===== config.mk =====
export PLATFORM = sky130hd
export DESIGN_NAME = bounded_deque_with_search
export DESIGN_NICKNAME = d
export VERILOG_FILES = /design/src/rtl/bdq_pkg.sv /design/src/rtl/bdq_ram.sv /design/src/rtl/bdq_ctrl.sv /design/src/rtl/bdq_dp.sv /design/src/rtl/bounded_deque_with_search.sv
export SDC_FILE = /design/constraint.sdc
export NUM_CORES = 2
export LEC_CHECK = 0
export BUFFER_PORTS_ARGS = -buffer_cell sky130_fd_sc_hd__buf_2
export CAP_MARGIN = 25
export CORE_MARGIN = 2
export CORE_UTILIZATION = 43
export CTS_BUF_LIST = sky130_fd_sc_hd__clkbuf_8
export CTS_CLUSTER_SIZE = 20
export DETAILED_ROUTE_END_ITERATION = 6
export HOLD_SLACK_MARGIN = 0.15
export MAX_ROUTING_LAYER = met4
export PLACE_DENSITY = 0.57
export SLEW_MARGIN = 20
export SYNTH_ARGS = -nofsm -noshare
export SYNTH_HDL_FRONTEND = slang
export SYNTH_HIERARCHICAL = 1
export SYNTH_SLANG_ARGS = --single-unit
export TNS_END_PERCENT = 50

===== constraint.sdc =====
create_clock -name i_clk -period 9.7 [get_ports i_clk]
set_clock_uncertainty 0.15 [all_clocks]
set_input_delay 0.97 -clock i_clk [delete_from_list [all_inputs] [get_ports i_clk]]
set_output_delay 0.97 -clock i_clk [all_outputs]
set_load 0.02 [all_outputs]

===== src/rtl/bdq_pkg.sv =====
// Shared constants, codes and control types of the bounded deque with search.
package bdq_pkg;

    localparam int DEPTH = 64;
    localparam int IDX_W = (DEPTH > 1) ? $clog2(DEPTH) : 1;
    localparam int CNT_W = $clog2(DEPTH + 1);

    localparam int ACT_W = 3;
    localparam int VAL_W = 32;
    localparam int ST_W  = 2;
    localparam int POS_W = 7;
    localparam int LEN_W = 7;

    localparam int IN_W  = ((ACT_W + VAL_W + 7) / 8) * 8;
    localparam int OUT_W = ((ST_W + VAL_W + POS_W + LEN_W + 7) / 8) * 8;

    localparam logic [ACT_W-1:0] ACT_PUSH_FRONT = 3'd0;
    localparam logic [ACT_W-1:0] ACT_PUSH_BACK  = 3'd1;
    localparam logic [ACT_W-1:0] ACT_POP_FRONT  = 3'd2;
    localparam logic [ACT_W-1:0] ACT_POP_BACK   = 3'd3;
    localparam logic [ACT_W-1:0] ACT_COUNT      = 3'd4;
    localparam logic [ACT_W-1:0] ACT_SEARCH     = 3'd5;

    localparam logic [ST_W-1:0] ST_OK        = 2'd0;
    localparam logic [ST_W-1:0] ST_EMPTY     = 2'd1;
    localparam logic [ST_W-1:0] ST_FULL      = 2'd2;
    localparam logic [ST_W-1:0] ST_NOT_FOUND = 2'd3;

    typedef enum logic [2:0] {
        S_IDLE = 3'b001,
        S_SCAN = 3'b010,
        S_DONE = 3'b100
    } t_state;

    // Controller to datapath.
    typedef struct packed {
        logic ready;
        logic start;
        logic scan;
        logic load_out;
    } t_cmd;

    // Datapath to controller.
    typedef struct packed {
        logic scan_req;
        logic scan_end;
        logic out_free;
    } t_stat;

endpackage


===== src/rtl/bdq_ram.sv =====
// Generic single-write, single-read RAM with registered read data.
module bdq_ram #(
    parameter int WIDTH = 32,
    parameter int DEPTH = 64
) (
    input  logic                     i_clk,
    input  logic                     i_we,
    input  logic [$clog2(DEPTH)-1:0] i_waddr,
    input  logic [WIDTH-1:0]         i_wdata,
    input  logic                     i_re,
    input  logic [$clog2(DEPTH)-1:0] i_raddr,
    output logic [WIDTH-1:0]         o_rdata
);

    logic [WIDTH-1:0] r_mem [DEPTH];
    logic [WIDTH-1:0] r_rdata;

    always_ff @(posedge i_clk) begin
        if (i_we) begin
            r_mem[i_waddr] <= i_wdata;
        end
        if (i_re) begin
            r_rdata <= r_mem[i_raddr];
        end
    end

    assign o_rdata = r_rdata;

endmodule


===== src/rtl/bdq_ctrl.sv =====
// Controller state machine: accepts an item, steps a search scan, hands off the result.
module bdq_ctrl (
    input  logic          i_clk,
    input  logic          i_rst_n,
    input  logic          i_in_valid,
    input  bdq_pkg::t_stat i_stat,
    output bdq_pkg::t_cmd  o_cmd
);

    bdq_pkg::t_state r_state;
    bdq_pkg::t_state n_state;

    always_comb begin
        n_state        = r_state;
        o_cmd.ready    = 1'b0;
        o_cmd.start    = 1'b0;
        o_cmd.scan     = 1'b0;
        o_cmd.load_out = 1'b0;
        case (r_state)
            bdq_pkg::S_IDLE: begin
                o_cmd.ready = 1'b1;
                if (i_in_valid) begin
                    o_cmd.start = 1'b1;
                    n_state = i_stat.scan_req ? bdq_pkg::S_SCAN : bdq_pkg::S_DONE;
                end
            end
            bdq_pkg::S_SCAN: begin
                o_cmd.scan = 1'b1;
                if (i_stat.scan_end) begin
                    n_state = bdq_pkg::S_DONE;
                end
            end
            bdq_pkg::S_DONE: begin
                if (i_stat.out_free) begin
                    o_cmd.load_out = 1'b1;
                    n_state = bdq_pkg::S_IDLE;
                end
            end
            default: begin
                n_state = bdq_pkg::S_IDLE;
            end
        endcase
    end

    always_ff @(posedge i_clk) begin
        if (!i_rst_n) begin
            r_state <= bdq_pkg::S_IDLE;
        end else begin
            r_state <= n_state;
        end
    end

endmodule


===== src/rtl/bdq_dp.sv =====
// Datapath: entry RAM, ring pointers, search scan and the output register.
module bdq_dp (
    input  logic                       i_clk,
    input  logic                       i_rst_n,
    input  bdq_pkg::t_cmd              i_cmd,
    input  logic [bdq_pkg::IN_W-1:0]   i_in_data,
    input  logic                       i_out_ready,
    output bdq_pkg::t_stat             o_stat,
    output logic                       o_out_valid,
    output logic [bdq_pkg::OUT_W-1:0]  o_out_data
);

    localparam int SUM_W = bdq_pkg::CNT_W + 1;

    function automatic logic [bdq_pkg::IDX_W-1:0] ring_pos(
        input logic [bdq_pkg::IDX_W-1:0] base,
        input logic [bdq_pkg::CNT_W-1:0] off
    );
        logic [SUM_W-1:0] sum;
        sum = SUM_W'(base) + SUM_W'(off);
        if (sum >= SUM_W'(bdq_pkg::DEPTH)) begin
            sum = sum - SUM_W'(bdq_pkg::DEPTH);
        end
        return sum[bdq_pkg::IDX_W-1:0];
    endfunction

    logic [bdq_pkg::ACT_W-1:0] in_act;
    logic [bdq_pkg::VAL_W-1:0] in_val;

    logic [bdq_pkg::IDX_W-1:0] r_front;
    logic [bdq_pkg::CNT_W-1:0] r_count;
    logic [bdq_pkg::ACT_W-1:0] r_act;
    logic [bdq_pkg::VAL_W-1:0] r_key;
    logic [bdq_pkg::ST_W-1:0]  r_status;
    logic [bdq_pkg::POS_W-1:0] r_pos;
    logic [bdq_pkg::CNT_W-1:0] r_idx;

    logic                      r_out_valid;
    logic [bdq_pkg::ST_W-1:0]  r_out_status;
    logic [bdq_pkg::VAL_W-1:0] r_out_removed;
    logic [bdq_pkg::POS_W-1:0] r_out_pos;
    logic [bdq_pkg::LEN_W-1:0] r_out_len;

    logic                      is_empty;
    logic                      is_full;
    logic [bdq_pkg::CNT_W-1:0] off;
    logic [bdq_pkg::IDX_W-1:0] addr;
    logic [bdq_pkg::IDX_W-1:0] front_inc;
    logic [bdq_pkg::CNT_W-1:0] idx_nxt;
    logic [31:0]               idx_wide;
    logic [31:0]               cnt_wide;
    logic                      wr_en;
    logic                      rd_en;
    logic [bdq_pkg::VAL_W-1:0] rdata;
    logic                      hit;
    logic                      scan_last;
    logic                      pop_ok;

    assign in_act = i_in_data[bdq_pkg::ACT_W-1:0];
    assign in_val = i_in_data[bdq_pkg::ACT_W +: bdq_pkg::VAL_W];

    assign is_empty  = (r_count == '0);
    assign is_full   = (r_count >= bdq_pkg::CNT_W'(bdq_pkg::DEPTH));
    assign idx_nxt   = r_idx + 1'b1;
    assign idx_wide  = 32'(idx_nxt);
    assign cnt_wide  = 32'(r_count);
    assign hit       = (rdata == r_key);
    assign scan_last = (idx_nxt == r_count);
    assign front_inc = (r_front == bdq_pkg::IDX_W'(bdq_pkg::DEPTH - 1)) ? '0 : r_front + 1'b1;

    assign o_stat.scan_req = (in_act == bdq_pkg::ACT_SEARCH) && !is_empty;
    assign o_stat.scan_end = hit || scan_last;
    assign o_stat.out_free = !r_out_valid || i_out_ready;

    // One shared ring adder serves the push write, the pop read and the scan reads.
    always_comb begin
        off   = '0;
        wr_en = 1'b0;
        rd_en = 1'b0;
        if (i_cmd.start) begin
            case (in_act)
                bdq_pkg::ACT_PUSH_FRONT: begin
                    off   = bdq_pkg::CNT_W'(bdq_pkg::DEPTH - 1);
                    wr_en = !is_full;
                end
                bdq_pkg::ACT_PUSH_BACK: begin
                    off   = r_count;
                    wr_en = !is_full;
                end
                bdq_pkg::ACT_POP_FRONT: begin
                    rd_en = !is_empty;
                end
                bdq_pkg::ACT_POP_BACK: begin
                    off   = r_count - 1'b1;
                    rd_en = !is_empty;
                end
                bdq_pkg::ACT_SEARCH: begin
                    rd_en = !is_empty;
                end
                default: begin
                end
            endcase
        end else if (i_cmd.scan && !(hit || scan_last)) begin
            off   = idx_nxt;
            rd_en = 1'b1;
        end
    end

    assign addr = ring_pos(r_front, off);

    bdq_ram #(
        .WIDTH (bdq_pkg::VAL_W),
        .DEPTH (bdq_pkg::DEPTH)
    ) u_ram (
        .i_clk   (i_clk),
        .i_we    (wr_en),
        .i_waddr (addr),
        .i_wdata (in_val),
        .i_re    (rd_en),
        .i_raddr (addr),
        .o_rdata (rdata)
    );

    always_ff @(posedge i_clk) begin
        if (!i_rst_n) begin
            r_front <= '0;
            r_count <= '0;
        end else if (i_cmd.start) begin
            case (in_act)
                bdq_pkg::ACT_PUSH_FRONT: begin
                    if (!is_full) begin
                        r_front <= addr;
                        r_count <= r_count + 1'b1;
                    end
                end
                bdq_pkg::ACT_PUSH_BACK: begin
                    if (!is_full) begin
                        r_count <= r_count + 1'b1;
                    end
                end
                bdq_pkg::ACT_POP_FRONT: begin
                    if (!is_empty) begin
                        r_front <= front_inc;
                        r_count <= r_count - 1'b1;
                    end
                end
                bdq_pkg::ACT_POP_BACK: begin
                    if (!is_empty) begin
                        r_count <= r_count - 1'b1;
                    end
                end
                default: begin
                end
            endcase
        end
    end

    // Per-item result, settled at accept or by the scan.
    always_ff @(posedge i_clk) begin
        if (i_cmd.start) begin
            r_act <= in_act;
            r_key <= in_val;
            r_pos <= '0;
            r_idx <= '0;
            case (in_act)
                bdq_pkg::ACT_PUSH_FRONT,
                bdq_pkg::ACT_PUSH_BACK: begin
                    r_status <= is_full ? bdq_pkg::ST_FULL : bdq_pkg::ST_OK;
                end
                bdq_pkg::ACT_POP_FRONT,
                bdq_pkg::ACT_POP_BACK: begin
                    r_status <= is_empty ? bdq_pkg::ST_EMPTY : bdq_pkg::ST_OK;
                end
                bdq_pkg::ACT_SEARCH: begin
                    r_status <= bdq_pkg::ST_NOT_FOUND;
                end
                default: begin
                    r_status <= bdq_pkg::ST_OK;
                end
            endcase
        end else if (i_cmd.scan) begin
            if (hit) begin
                r_status <= bdq_pkg::ST_OK;
                r_pos    <= idx_wide[bdq_pkg::POS_W-1:0];
            end else if (!scan_last) begin
                r_idx <= idx_nxt;
            end
        end
    end

    assign pop_ok = ((r_act == bdq_pkg::ACT_POP_FRONT) || (r_act == bdq_pkg::ACT_POP_BACK))
                    && (r_status == bdq_pkg::ST_OK);

    always_ff @(posedge i_clk) begin
        if (!i_rst_n) begin
            r_out_valid <= 1'b0;
        end else if (i_cmd.load_out) begin
            r_out_valid <= 1'b1;
        end else if (i_out_ready) begin
            r_out_valid <= 1'b0;
        end
    end

    always_ff @(posedge i_clk) begin
        if (i_cmd.load_out) begin
            r_out_status  <= r_status;
            r_out_removed <= pop_ok ? rdata : '0;
            r_out_pos     <= r_pos;
            r_out_len     <= cnt_wide[bdq_pkg::LEN_W-1:0];
        end
    end

    assign o_out_valid = r_out_valid;
    assign o_out_data  = bdq_pkg::OUT_W'({r_out_len, r_out_pos, r_out_removed, r_out_status});

`ifndef SYNTHESIS
    a_count_bound: assert property (@(posedge i_clk) disable iff (!i_rst_n)
        r_count <= bdq_pkg::CNT_W'(bdq_pkg::DEPTH))
        else $error("entry count exceeds ring depth");

    a_front_bound: assert property (@(posedge i_clk) disable iff (!i_rst_n)
        32'(r_front) < bdq_pkg::DEPTH)
        else $error("front index outside ring");

    a_scan_idx: assert property (@(posedge i_clk) disable iff (!i_rst_n)
        i_cmd.scan |-> (r_idx < r_count))
        else $error("scan index past stored entries");

    a_push_grows: assert property (@(posedge i_clk) disable iff (!i_rst_n)
        (i_cmd.start && (in_act == bdq_pkg::ACT_PUSH_BACK) && !is_full)
        |=> (r_count == $past(r_count) + 1'b1))
        else $error("accepted push did not grow the queue");

    a_miss_pos: assert property (@(posedge i_clk) disable iff (!i_rst_n)
        (r_out_valid && (r_out_status == bdq_pkg::ST_NOT_FOUND)) |-> (r_out_pos == '0))
        else $error("failed search reports a position");
`endif

endmodule


===== src/rtl/bounded_deque_with_search.sv =====
// Top level of the bounded double-ended queue with value search.
// Usage:
//   The slave stream carries one command beat: tdata[2:0] action (push front,
//   push back, pop front, pop back, count, search), tdata[34:3] the value or
//   search key. Each command yields exactly one beat on the master stream:
//   status, removed value, 1-based match position and the length afterward.
// Timing:
//   A push, pop or count is accepted in IDLE and its result is loaded from DONE,
//   and the block takes the next beat once back in IDLE; the entry RAM is written or
//   read in the accept cycle and the registered read data is used in DONE.
//   A search walks the ring one entry per cycle through the RAM read port,
//   stopping at the first match or at the last live entry; an empty queue
//   goes straight from accept to DONE.
// Reset:
//   The queue comes out of reset empty with no result pending; the entry
//   RAM is not cleared, and only live entries are ever read.
// Back-pressure:
//   The result sits in an output register; while the receiver stalls, one
//   more command is accepted and worked, then held until that register frees.
module bounded_deque_with_search (
    input  logic                      i_clk,
    input  logic                      i_rst_n,
    input  logic                      s_axis_tvalid,
    output logic                      s_axis_tready,
    // [2:0] action, [34:3] value, [39:35] zero
    input  logic [bdq_pkg::IN_W-1:0]  s_axis_tdata,
    output logic                      m_axis_tvalid,
    input  logic                      m_axis_tready,
    // [1:0] status, [33:2] removed_value, [40:34] position, [47:41] length
    output logic [bdq_pkg::OUT_W-1:0] m_axis_tdata
);

    bdq_pkg::t_cmd  cmd;
    bdq_pkg::t_stat stat;

    bdq_ctrl u_ctrl (
        .i_clk      (i_clk),
        .i_rst_n    (i_rst_n),
        .i_in_valid (s_axis_tvalid),
        .i_stat     (stat),
        .o_cmd      (cmd)
    );

    bdq_dp u_dp (
        .i_clk       (i_clk),
        .i_rst_n     (i_rst_n),
        .i_cmd       (cmd),
        .i_in_data   (s_axis_tdata),
        .i_out_ready (m_axis_tready),
        .o_stat      (stat),
        .o_out_valid (m_axis_tvalid),
        .o_out_data  (m_axis_tdata)
    );

    assign s_axis_tready = cmd.ready;

endmodule

=== After elaboration in Yosys (flattened, before gate mapping) ===
Memory sizes are Yosys's and may differ from the RTL's. A register that Yosys moved wholly into a read port is not among the register bits.
Index checks and enable logic that the tools add are counted.

* Add/subtract/negate cells: 6
* $mul: 0
* Divide/modulo/power cells: 0
* $lt $le $gt $ge: 2
* Equal/unequal tests: 19
* Shift-type cells: 0
* Mux-type cells: 36
* Bitwise logic cells: 2
* Reduce and logical (&&, ||, !) cells: 27

{| class="wikitable"
|+ Operator list
! cell !! number
|-
| == test 32 bit || 1
|-
| 2-to-1 mux 7 bit || 4
|-
| 2-to-1 mux 6 bit || 4
|-
| one-hot mux 7 bit (3 select lines) || 1
|-
| == test 3 x 2 -> 1 bit, second input constant || 5
|-
| adder 7 x 1 -> 7 bit, second input constant || 2
|-
| 2-to-1 mux 1 bit || 14
|-
| != test 2 bit, second input constant || 7
|-
| one-hot mux 7 bit (2 select lines) || 1
|-
| 2-to-1 mux 3 bit || 4
|-
| one-hot mux 6 bit (2 select lines) || 1
|-
| 2-to-1 mux 2 bit || 5
|-
| nonzero test 2 bit || 5
|-
| one-hot mux 3 bit (3 select lines) || 1
|-
| adder 6 x 7 -> 8 bit || 1
|-
| greater-or-equal comparator 8 x 7 -> 1 bit, second input constant || 1
|-
| AND reduction 4 bit || 2
|-
| == test 7 bit || 1
|-
| greater-or-equal comparator 7 bit, second input constant || 1
|-
| zero test 7 bit || 1
|-
| subtractor 7 x 1 -> 7 bit, second input constant || 1
|-
| adder 6 x 1 -> 6 bit, second input constant || 1
|-
| == test 3 x 1 -> 1 bit, second input constant || 2
|-
| == test 3 bit, second input constant || 2
|-
| 13 further kinds || 24
|}

* Bits in registers: 116
* Bits in latches: 0
* Bits in writable memories: 2048
* Memory bits (read-only): 0
* Input port bits: 44
* Logic and storage cells: 106
* Memories kept: 1

{| class="wikitable"
|+ Memories
! memory !! depth !! width !! rd ports !! clocked after Yosys merged registers in !! wr ports !! RTL line !! RTL
|-
| u_dp.u_ram.r_mem || 64 || 32 || 1 || 1 || 1 || bdq_ram.sv:15 || <nowiki>logic [WIDTH-1:0] r_mem [DEPTH];</nowiki>
|}

=== Logic depth before layout (Yosys ltp) ===
* Word-level depth: 12
* Mapped depth: 22

=== Hierarchy ===
The synthesis kept the hierarchy.

{| class="wikitable"
|+ By module, submodules not included
! module !! times used !! cells each !! area an instance (um^2) !! seq. area each (um^2)
|-
| bdq_ram || 1 || 3324 || 78835.6 || 62459.9
|-
| bdq_dp || 1 || 430 || 5181.2 || 3083.0
|-
| bdq_ctrl || 1 || 17 || 175.2 || 60.1
|}

=== Least setup slack after synthesis ===
No wires, ideal clock.

* Kind: reg2reg
* From: register u_dp/r_idx[0] (netlist bit)
* To: memory u_dp.u_ram.r_mem[48][0] (enable)
* Setup time: 0.461 ns
* Arrival: 5.976 ns
* Required time: 9.089 ns
* Setup slack: 3.113 ns
* Stages on the path, launching flop included: 19
* Period minus slack after synthesis: 6.587 ns
* Cell sequence: dfxtp_1 > ha_1 > nand3_1 > nor2_1 > xnor3_1 > nand4b_1 > nand3_2 > nor2_1 > a21o_1 > ha_1 > a21o_1 > a21oi_1 > o21bai_1 > a21oi_1 > xnor2_1 > xnor2_1 > clkbuf_1 > nand4b_1 > nor3_1

* Word-level cells in the longest chain between the ends: 10

{| class="wikitable"
|+ RTL lines
! element !! RTL line !! RTL
|-
| start, declared || bdq_dp.sv:36 || <nowiki>logic [bdq_pkg::CNT_W-1:0] r_idx;</nowiki>
|-
| start signal, assigned || bdq_dp.sv:186 || <nowiki>r_idx <= idx_nxt;</nowiki>
|-
| adder 7 x 1 -> 7 bit * || bdq_dp.sv:64 || <nowiki>assign idx_nxt = r_idx + 1'b1;</nowiki>
|-
| == test 7 bit || bdq_dp.sv:68 || <nowiki>assign scan_last = (idx_nxt == r_count);</nowiki>
|-
| logical OR 1 bit || bdq_dp.sv:103 || <nowiki>end else if (i_cmd.scan && !(hit || scan_last)) begin</nowiki>
|-
| zero test 1 bit || bdq_dp.sv:103 ||
|-
| logical AND 1 bit || bdq_dp.sv:103 ||
|-
| 2-to-1 mux 7 bit * || bdq_dp.sv:103 ||
|-
| 2-to-1 mux 7 bit * || bdq_dp.sv:80 || <nowiki>if (i_cmd.start) begin</nowiki>
|-
| adder 6 x 7 -> 8 bit * || bdq_dp.sv:20 || <nowiki>sum = SUM_W'(base) + SUM_W'(off);</nowiki>
|-
| greater-or-equal comparator 8 x 7 -> 1 bit / subtractor 6 x 1 -> 6 bit (equally long branches) || bdq_dp.sv:21, bdq_dp.sv:22 ||
|-
| 2-to-1 mux 6 bit * || bdq_dp.sv:21 || <nowiki>if (sum >= SUM_W'(bdq_pkg::DEPTH)) begin</nowiki>
|-
| net u_dp.addr, one bit || bdq_dp.sv:47 || <nowiki>logic [bdq_pkg::IDX_W-1:0] addr;</nowiki>
|-
| end, declared || bdq_ram.sv:15 ||
|}

Mark *: on every way through the listed nets, which the timed path passes. The rest lies on a longest branch.

=== Final worst setup path ===
* From: register u_dp/r_idx[0] (netlist bit)
* To: memory u_dp.u_ram.r_mem[45][23] (enable)

Same word-level chain as after synthesis.

==> results.py <==
metrics = {
    "timing": {
        "fin_crit_sh": 0.7060,
        "rsz0062_at_grt": "no",
        "period_needed_ns": 6.848,
        "clock.fmax_mhz": 146.0,
        "finalSetupViolCount": 0,
        "hold_viol": 0,
        "tightest_slew_ns": 1.084,
        "slew_viol_final": 0,
        "slew_headroom": 0.2748,
        "fin_setup_tns_ns": 0,
    },
    "hold_path": {
        "min_path_type": "reg2reg",
    },
    "clock_network": {
        "cts_buffer_depth": 4,
        "cts_sinks": 2195,
        "path_clk_slew_ns": 0.06,
        "cts_tree": "done",
        "cts_resized": 0,
        "clock_latency_ns": 1.07,
        "postCtsHoldBufs": 7,
        "root_buffer": "clkbuf_8",
        "cts_made_buffers": 369,
        "cts.htree.levels": 5,
        "cts_setup_buffers": 0,
    },
    "job": {
        "cap_viol_max_count": 0,
    },
    "power_and_ir_drop": {
        "total_power_mw": 19.43,
        "cellPowerDensity_nw_per_um2": 204.0,
        "net-switching-power_mw": 4.509,
        "seqPwrFrac": 0.540,
        "ir_worst_vdd_mv": 0.1568,
        "swShare": 0.2320,
        "p_comb_frac": 0.077,
        "intPower_mw": 14.92,
        "clkPwrFrac": 0.384,
        "power_leakage_nw": 29.41,
    },
    "global_routing": {
        "grt_pass1_vias": 41610,
        "grt-ovfl-total": 0,
        "grt_antenna_before_repair": 18,
        "track_usage": 0.2277,
        "grt_pass1_wl_um": 307200,
        "grt_max_degree": 121,
    },
    "placement": {
        "portBuffers": 88,
        "post-dp-hpwl_um": 115100,
        "gp_congestion": 0.8243,
    },
    "layout": {
        "area.growth.synth_to_final_pct": 13.12,
        "multi_input_area_um2": 18110,
        "fillerInstances": 15770,
        "drive_above_1_share": 0.2926,
        "fin_util": 0.4889,
        "nets": 4231,
        "seq_area_um2": 65600,
    },
    "setup_path": {
        "cp_max_fo": 25,
        "end_kind": "register",
        "arrival_ns": 7.39,
        "critPathRequiredTime_ns": 10.24,
        "critPathKind": "reg2reg",
        "start_kind": "register",
        "r2r_slack_ns": 2.85,
    },
    "synth": {
        "synth_compound_area_frac": 0.02055,
        "synth_mux_area_frac": 0.1579,
        "synth_common_cells": "edfxtp_1, mux4_2, nor2_1",
        "async_flop_share": 0,
        "synth-xor-area-share": 0.006405,
        "synth_flop_cell": "edfxtp_1",
        "yosysMostFrequentCell": "edfxtp_1",
        "ys_seq_area_frac": 0.7792,
        "syn-cell-area_um2": 84190,
        "synth_adder_area_share": 0.001724,
        "synth_top_family_by_area": "multiplexers",
        "synthCells": 3771,
        "synth_enable_flop_cells": 2164,
        "synth_top_cell_area_share": 0.7718,
        "netlist_top_cells_area": "edfxtp_1, mux4_2, mux2i_1, nor2_1, dfxtp_1",
        "synth-simple-area-share": 0.02201,
        "yosysTopAreaCell": "edfxtp_1",
        "synth_fp_nets": 3826,
        "syn_avg_cell_area_um2": 22.33,
        "synth_seq_cells": 2195,
        "ys_warn_count": 6,
        "ys_types": 69,
    },
    "route": {
        "drc": 0,
        "via_per_inst": 5.796,
        "wire_per_inst_um": 31.10,
        "routed_wl_um": 219800,
        "ant_nets": 0,
        "vias": 40960,
        "drt-initial-drc-count": 4781,
        "dr.pass1.iters": 7,
    },
    "die": {
        "start_util": 0.4322,
        "die_x_um": 446.5,
        "die_area_um2": 199300,
        "ios": 94,
        "die_y_um": 446.5,
        "num_rows": 162,
        "core_um2": 194800,
    },
    "status": {
        "status": "finished, final reports clean",
    },
}
-- registers in the layout (all words and copies together), names as in the netlist --
| signal | count |
|---|---|
| u_dp/r_front | 6 |
| u_dp/u_ram/o_rdata | 32 |
| u_dp/r_idx | 7 |
| u_dp/r_out_status | 2 |
| u_dp/o_out_valid | 1 |
| u_dp/u_ram/r_mem | 2048 |
| u_dp/r_out_len | 7 |
| u_dp/r_status | 2 |
| u_dp/r_out_pos | 7 |
| u_dp/r_out_removed | 32 |
| u_dp/r_act | 2 |
| u_dp/r_key | 32 |
| u_dp/r_pos | 7 |
| u_dp/r_count | 7 |
| u_ctrl/r_state | 3 |
-- cell usage in the layout, fill, tap and decap left out, types with 5 or more instances in the layout --
master	n
xor2_1	40
nor2_1	111
buf_4	130
nand3b_1	6
xnor2_1	15
o32ai_1	5
buf_2	88
nand2b_1	12
a211oi_1	7
mux4_2	544
diode_2	14
clkinv_1	84
and2_1	34
o21ai_0	12
bufinv_16	11
ha_1	9
clkbuf_8	378
o22ai_1	85
a21oi_1	81
dfxtp_1	31
mux2i_1	103
nand3_1	16
inv_1	120
nor2b_1	19
a22oi_1	12
edfxtp_1	2164
o221ai_1	27
dlygate4sd3_1	7
clkinv_2	37
nor4_1	12
nor3_1	11
and3_1	7
a311oi_1	8
nor2_4	62
nand2_1	42
nand4_1	8
buf_12	8
clkinvlp_4	8
-- per-layer routing --
metal | vias up | global-route usage | part of all wire
li1 | 16800 | - | -
met1 | 22090 | 0.3059 | 0.41
met2 | 1692 | 0.3422 | 0.47
met3 | 387 | 0.04750 | 0.078
met4 | 0 | 0.09109 | 0.039
met5 | - | - | 0
-- power by group through the flow --
stage | Sequential (mW) | Clock [mW] | Combinational [mW]
after global placement | 10.7 | 0 | 1.48
after detailed placement | 10.7 | 0 | 1.50
after global routing | 10.5 | 8.03 | 1.58
final | 10.5 | 7.46 | 1.49
after floorplan | 10.7 | 0 | 0.909
after CTS | 10.5 | 7.63 | 1.50
-- worst max-delay path, stage by stage (launching register included) --
cell,delay (ns)
dfxtp_1,0.46
ha_1,0.26
nand3_1,0.20
nor2_1,0.27
xnor3_1,0.25
nand4b_1,0.24
nand3_2,0.25
nor2_1,0.37
a21o_1,0.18
ha_1,0.22
a21o_1,0.16
a21oi_1,0.28
o21bai_1,0.10
a21oi_1,0.18
xnor2_1,0.19
xnor2_2,0.15
buf_4,0.45
nand3b_1,0.68
nor2_4,0.99
buf_4,0.41
-- per-stage QoR --
stage	setup WS (ns)	hold slack [ns]	cells	cell area, µm²
floorplan	3.113	0.2529	3771	84190
CTS	2.841	0.2834	7052	95200
detailed placement	2.877	0.2736	6421	88630
global route	2.391	0.2852	7058	95220
global placement	2.873	0.2714	6421	88630
finish	2.852	0.2815	7067	95240
-- kinds of logic after synthesis --
kind of cell,count (synthesis)
adder cells (fa/ha/maj),11
AND/OR/NAND/NOR,377
flip-flops,2195
XOR/XNOR,60
buffers and inverters,215
AO/OA/AOI/OAI,265
multiplexers,648
-- layout make-up --
type | count | share of cell area
Timing Repair Buffer | 233 | 0.01729
Sequential cell | 2195 | 0.6888
Clock buffer | 378 | 0.05463
Tap cell | 2624 | 0.03447
Antenna cell | 14 | 0.0003679
Clock inverter | 246 | 0.01358
Multi-Input combinational cell | 1361 | 0.1901
Inverter | 16 | 0.0007094
-- final timing paths --
check	startpoint	end	cells past startpoint
min	u_dp/r_pos[3]	u_dp/r_out_pos[3]	0
min reg2reg	u_dp/r_pos[3]	u_dp/r_out_pos[3]	0
max	u_dp/r_idx[0]	u_dp/u_ram/r_mem[45][23]	19
max reg2reg	u_dp/r_idx[0]	u_dp/u_ram/r_mem[45][23]	19
No activity file was read; power rests on OpenSTA's default activity.
